[src/rtl/hpt_pkg.sv]
package hpt_pkg;

  // item opcodes
  localparam logic OP_LOAD  = 1'b0;
  localparam logic OP_XFORM = 1'b1;

  // depth of the queue between front and back
  localparam int QDEPTH = 4;
  localparam int QAW    = 2;

  // depth of the result queue
  localparam int ODEPTH = 2;

  // divider lanes (x, y, z) and quotient bits
  localparam int LANES = 3;
  localparam int QBITS = 32;

  // one transform job with its snapshot of the matrix
  typedef struct packed {
    logic [31:0]       x;
    logic [31:0]       y;
    logic [31:0]       z;
    logic [15:0][31:0] m;
  } hpt_job_t;

  // sideband that rides along the divider
  typedef struct packed {
    logic                   wz;
    logic                   wone;
    logic                   sat;
    logic [LANES-1:0]       neg;
    logic [LANES-1:0]       ovf;
    logic [LANES-1:0][31:0] raw;
  } hpt_side_t;

  // one result beat
  typedef struct packed {
    logic [31:0] x;
    logic [31:0] y;
    logic [31:0] z;
    logic        wz;
    logic        sat;
  } hpt_res_t;

endpackage

[src/rtl/hpt_front.sv]
module hpt_front import hpt_pkg::*; #(
  parameter int FRAC_BITS = 16
) (
  input  logic               clk,
  input  logic               rst_n,
  input  logic               push,
  output logic               full,
  input  logic               in_opcode,
  input  logic [3:0]         in_coeff_index,
  input  logic signed [31:0] in_coeff_value,
  input  logic signed [31:0] in_x,
  input  logic signed [31:0] in_y,
  input  logic signed [31:0] in_z,
  input  logic               deq,
  output logic               job_valid,
  output hpt_job_t           job
);

  logic [15:0][31:0] matrix_r;
  hpt_job_t          q_r [QDEPTH];
  logic [QAW-1:0]    wr_ptr_r, rd_ptr_r;
  logic [QAW:0]      cnt_r, cnt_nxt;
  logic              acc, enq, pop_q;

  assign full      = (cnt_r == (QAW+1)'(QDEPTH));
  assign acc       = push && !full;
  assign enq       = acc && (in_opcode == OP_XFORM);
  assign job_valid = (cnt_r != '0);
  assign pop_q     = deq && job_valid;
  assign job       = q_r[rd_ptr_r];

  // write a coefficient on a load beat, identity after reset
  always_ff @(posedge clk) begin
    if (!rst_n) begin
      for (int i = 0; i < 16; i++) begin
        matrix_r[i] <= (i % 5 == 0) ? (32'd1 << FRAC_BITS) : 32'd0;
      end
    end else if (acc && (in_opcode == OP_LOAD)) begin
      matrix_r[in_coeff_index] <= in_coeff_value;
    end
  end

  // queue a transform with the matrix it sees
  always_ff @(posedge clk) begin
    if (enq) begin
      q_r[wr_ptr_r] <= '{x: in_x, y: in_y, z: in_z, m: matrix_r};
    end
  end

  always_comb begin
    cnt_nxt = cnt_r;
    if (enq && !pop_q) cnt_nxt = cnt_r + 1'b1;
    else if (!enq && pop_q) cnt_nxt = cnt_r - 1'b1;
  end

  always_ff @(posedge clk) begin
    if (!rst_n) begin
      wr_ptr_r <= '0;
      rd_ptr_r <= '0;
      cnt_r    <= '0;
    end else begin
      if (enq) wr_ptr_r <= wr_ptr_r + 1'b1;
      if (pop_q) rd_ptr_r <= rd_ptr_r + 1'b1;
      cnt_r <= cnt_nxt;
    end
  end

`ifndef NO_ASSERTIONS
  a_cnt_range: assert property (@(posedge clk) disable iff (!rst_n)
    cnt_r <= (QAW+1)'(QDEPTH)) else $error("queue count over depth");
  a_load_no_enq: assert property (@(posedge clk) disable iff (!rst_n)
    acc && (in_opcode == OP_LOAD) |=> cnt_r <= $past(cnt_r))
    else $error("load beat grew queue");
  a_full_no_grow: assert property (@(posedge clk) disable iff (!rst_n)
    full && !pop_q |=> full) else $error("full queue changed without pop");
`endif

endmodule

[config.mk]
export PLATFORM = sky130hd
export DESIGN_NAME = hpt_front
export DESIGN_NICKNAME = d
export VERILOG_FILES = /design/src/rtl/hpt_pkg.sv /design/src/rtl/hpt_front.sv
export SDC_FILE = /design/constraint.sdc
export NUM_CORES = 2
export LEC_CHECK = 0
export BUFFER_PORTS_ARGS = -buffer_cell sky130_fd_sc_hd__buf_2
export CAP_MARGIN = 20
export CORE_MARGIN = 2
export CORE_UTILIZATION = 45
export CTS_CLUSTER_DIAMETER = 30
export DETAILED_ROUTE_END_ITERATION = 6
export PLACE_DENSITY = 0.63
export SYNTH_ARGS = -nofsm -noshare
export SYNTH_HDL_FRONTEND = slang
export SYNTH_SLANG_ARGS = --single-unit
[constraint.sdc]
create_clock -name clk -period 22.6 [get_ports clk]
set_clock_uncertainty 0.05 [all_clocks]
set_input_delay 4.52 -clock clk [delete_from_list [all_inputs] [get_ports clk]]
set_output_delay 4.52 -clock clk [all_outputs]
set_load 0.01 [all_outputs]
==> impl_results.md <==
* Final nets at just over 6000
* CTS root buf: clkbuf_16
* Worst-case clock buffer depth at 4
* Residual DRC at 3
* Leakage power at 0.0460 µW
* Grt met1 use at 29.4%
* Hpwl dp at 148000 µm
* Clock Latency Late Sink at 0.97 ns
* Net Sw Frac at 25.4%
* Vias per inst at about 5.4
* Layout cells sized above 1 at a little over a third
* PostCTS Resize Cnt at 0
* P_int at 12400 µW
* Seq cells post-synth at between 2000 and 3000
* Max IR drop VDD at 0.0000907 V
* Slew Limit Fails at 0
* H-tree depth at 6
* Largest net degree at the start of global routing at 144
* Worst-margin pin slew at 1.12 ns
* Max cap viols at 0
* Pre-antenna DRT Iters at 7
* FP Rows at 178
* Comb power frac at between 10% and 20%
* WP data required at 18.03 ns
* Pwr dens at 127 nW/µm²
* Post-synthesis cell count at 4967
* IO Count at between 700 and 800
* Startpoint class of the critical path: flip-flop
* Worst Path Arrival at 5.24 ns
* Grt ovf at 0
* Clock power frac at between 40% and 50%
* Vert. Die Dim at 490 µm
* Type of the most critical hold path: reg2reg
* Final worst setup slack at 12.79 ns
* GP Congestion at 0.770
* Failing checks: DRC
* ANT nets after route at 0
* Tot GR Track Use at a little over a fifth
* First-pass GRT wire length at 382000 µm
* DIE AREA at 240000 µm²
* Fmax at 0.102 GHz
* Share of power burned in registers at 36.9%
* TritonCTS Buffers at 543
* GRT busiest layer: met2
* Syn nets at 5110
* Finish-stage setup viols at 0
* Die width at 490 µm
* Count of cell types in the netlist at 34
* Core Footprint at 235000 µm²
* Crit. End Element: primary output
* IO Port Bufs at 746
* Grt met2 use at between 30 and 40%
* Hold Violations, Final at 0
* GR Util met3 at 5.86%
* CP Max Fanout at 125
* Mapped Area at 106000 µm²
* Reg clk slew, reported paths at approximately 0.050 ns
* DRT iter0 DRCs at 4469
* Clk sinks at a little under 3000
* Hold Buf Count CTS at 0
* Ys Warns at 0
* Outcome: finished with violations
* RSZ-0062 raised after global routing: no
* Area grow syn2layout at 23.8%
* Initial antenna violation count at 20
* Vias in the first global route at 53400
* Final period util at 43.4%
* Initial Util at between 40 and 50%
* Total negative slack at 0 ns
* Vias at 52400
* Place WS at 13.46 ns
* Min Tclk post-route at 9.81 ns
* Sequential-to-total area share from yosys stat at 78.4%
* Post CTS Setup Buffer Count at 0
* Switching power at 4240 µW
* Max-slew headroom at 24.0%
* Final wirelength at 266000 µm
* Routed len/inst at around 28 µm
* Avg Inst Size Synth at 21.4 µm²
* Type of the worst setup path: reg2out
* CTS tree: built
==> critical path, stage by stage (launching register included) <==
cell	delay [ns]
dfxtp_4	0.96
buf_12	0.63
buf_4	0.93
buf_4	0.89
mux4_2	0.48
buf_2	0.17
==> cells by family (layout without fill, tap and decap cells) <==
group	after synthesis	after routing	share of synthesized area, %
AND/OR/NAND/NOR	585	585	2.25
buffers and inverters	290	1816	1.47
multiplexers	1121	1121	17.7
adder cells (fa/ha/maj)	6	6	0.0776
flip-flops	2953	2953	78.4
other	0	9	0
XOR/XNOR	4	4	0.0329
AO/OA/AOI/OAI	8	8	0.0435
==> state kept, by name (all words and copies together), names as in the netlist, named ones only <==
register and flops:
wr_ptr_r 2, q_r 2432, rd_ptr_r 2, cnt_r 3, matrix_r 512
==> cells in the final DEF (no fill, tap or decap), types with 4 or more instances in the layout <==
cell and instances:
diode_2 9, nand3_4 8, xor2_1 4, ha_1 5, clkbuf_16 551, nor2_1 12, clkbuf_8 23, inv_6 45
nand2_1 530, bufinv_16 60, clkinv_1 39, clkinvlp_4 47, inv_8 4, clkinv_4 32, nand2_2 12, edfxtp_1 2432
buf_12 11, inv_16 5, buf_4 77, clkbuf_1 82, inv_1 4, and2_4 4, clkinv_2 72, dfxtp_1 519
buf_2 745, clkinv_16 4, mux2i_1 513, clkinv_8 13, mux4_2 608
==> worst paths after layout <==
| path | from | to | slack [ns] | cells after the start |
|---|---|---|---|---|
| min | matrix_r[17] | q_r[0][17] | 0.40 | 0 |
| max reg2reg | cnt_r[0] | q_r[2][96] | 17.18 | 8 |
| max | flip-flop | job[382] | 12.79 | 5 |
| min reg2reg | matrix_r[17] | q_r[0][17] | 0.40 | 0 |
==> layer usage <==
layer | vias up | routed length [µm]
met5 | - | 0
met4 | 0 | 8180
met3 | 430 | 20200
met2 | 1963 | 128000
met1 | 27700 | 110000
li1 | 22300 | -
==> cell type report <==
type | instances | area [µm²]
clock buffers | 656 | 14400
fillers | 17500 | 103000
diodes | 9 | 22.5
repair buffers | 835 | 4570
well taps | 3150 | 3940
flip-flops and latches | 2953 | 83500
clock inverters | 320 | 3800
multi-input cells | 1724 | 21500
inverters | 5 | 26.3
==> per-stage QoR <==
step | total power [µW] | cells | hold WS (ns) | util (%) | cell area, µm²
after floorplan | 7880 | 4967 | 0.410 | - | 106000
after global placement | 8870 | 8666 | 0.420 | 48.3 | 114000
after detailed placement | 8880 | 8667 | 0.435 | 48.3 | 114000
after CTS | 16900 | 9643 | 0.396 | 56.0 | 132000
after global routing | 17200 | 9651 | 0.424 | 56.0 | 132000
final | 16700 | 9652 | 0.396 | 56.0 | 132000
==> synthesized netlist by cell type <==
cell type,count,area (µm²)
nor2b_1,2,12.5
or3_1,3,18.8
buf_1,21,78.8
nand4_1,1,6.26
xor2_1,4,35.0
inv_8,1,11.3
o31ai_1,1,7.51
nor4b_4,1,23.8
nand2_1,542,2030
nor3b_2,2,25.0
mux2i_1,513,5130
nor3_4,1,16.3
nand4_2,3,37.5
clkbuf_1,130,488
o21ai_0,3,15.0
buf_6,42,473
fa_1,1,20.0
nand4b_1,1,8.76
nor2_1,12,45.0
or3b_1,1,8.76
buf_2,78,390
ha_1,5,62.6
nor4bb_1,1,10.0
inv_1,4,15.0
nor4_4,1,21.3
mux4_2,608,13700
o311ai_0,1,8.76
nand3_2,9,90.1
edfxtp_1,2432,73000
a21oi_1,3,15.0
buf_4,14,105
and2_1,4,25.0
and4bb_1,1,12.5
dfxtp_1,521,10400
==> power by group through the flow <==
stage                     registers (µW)  logic, µW  clock network, µW
final                               6150       2570               7950
after detailed placement            6250       2630                  0
after CTS                           6150       2640               8080
after global placement              6240       2640                  0
after global routing                6160       2720               8340
after floorplan                     6300       1580                  0
No activity file was read; power rests on OpenSTA's default activity.
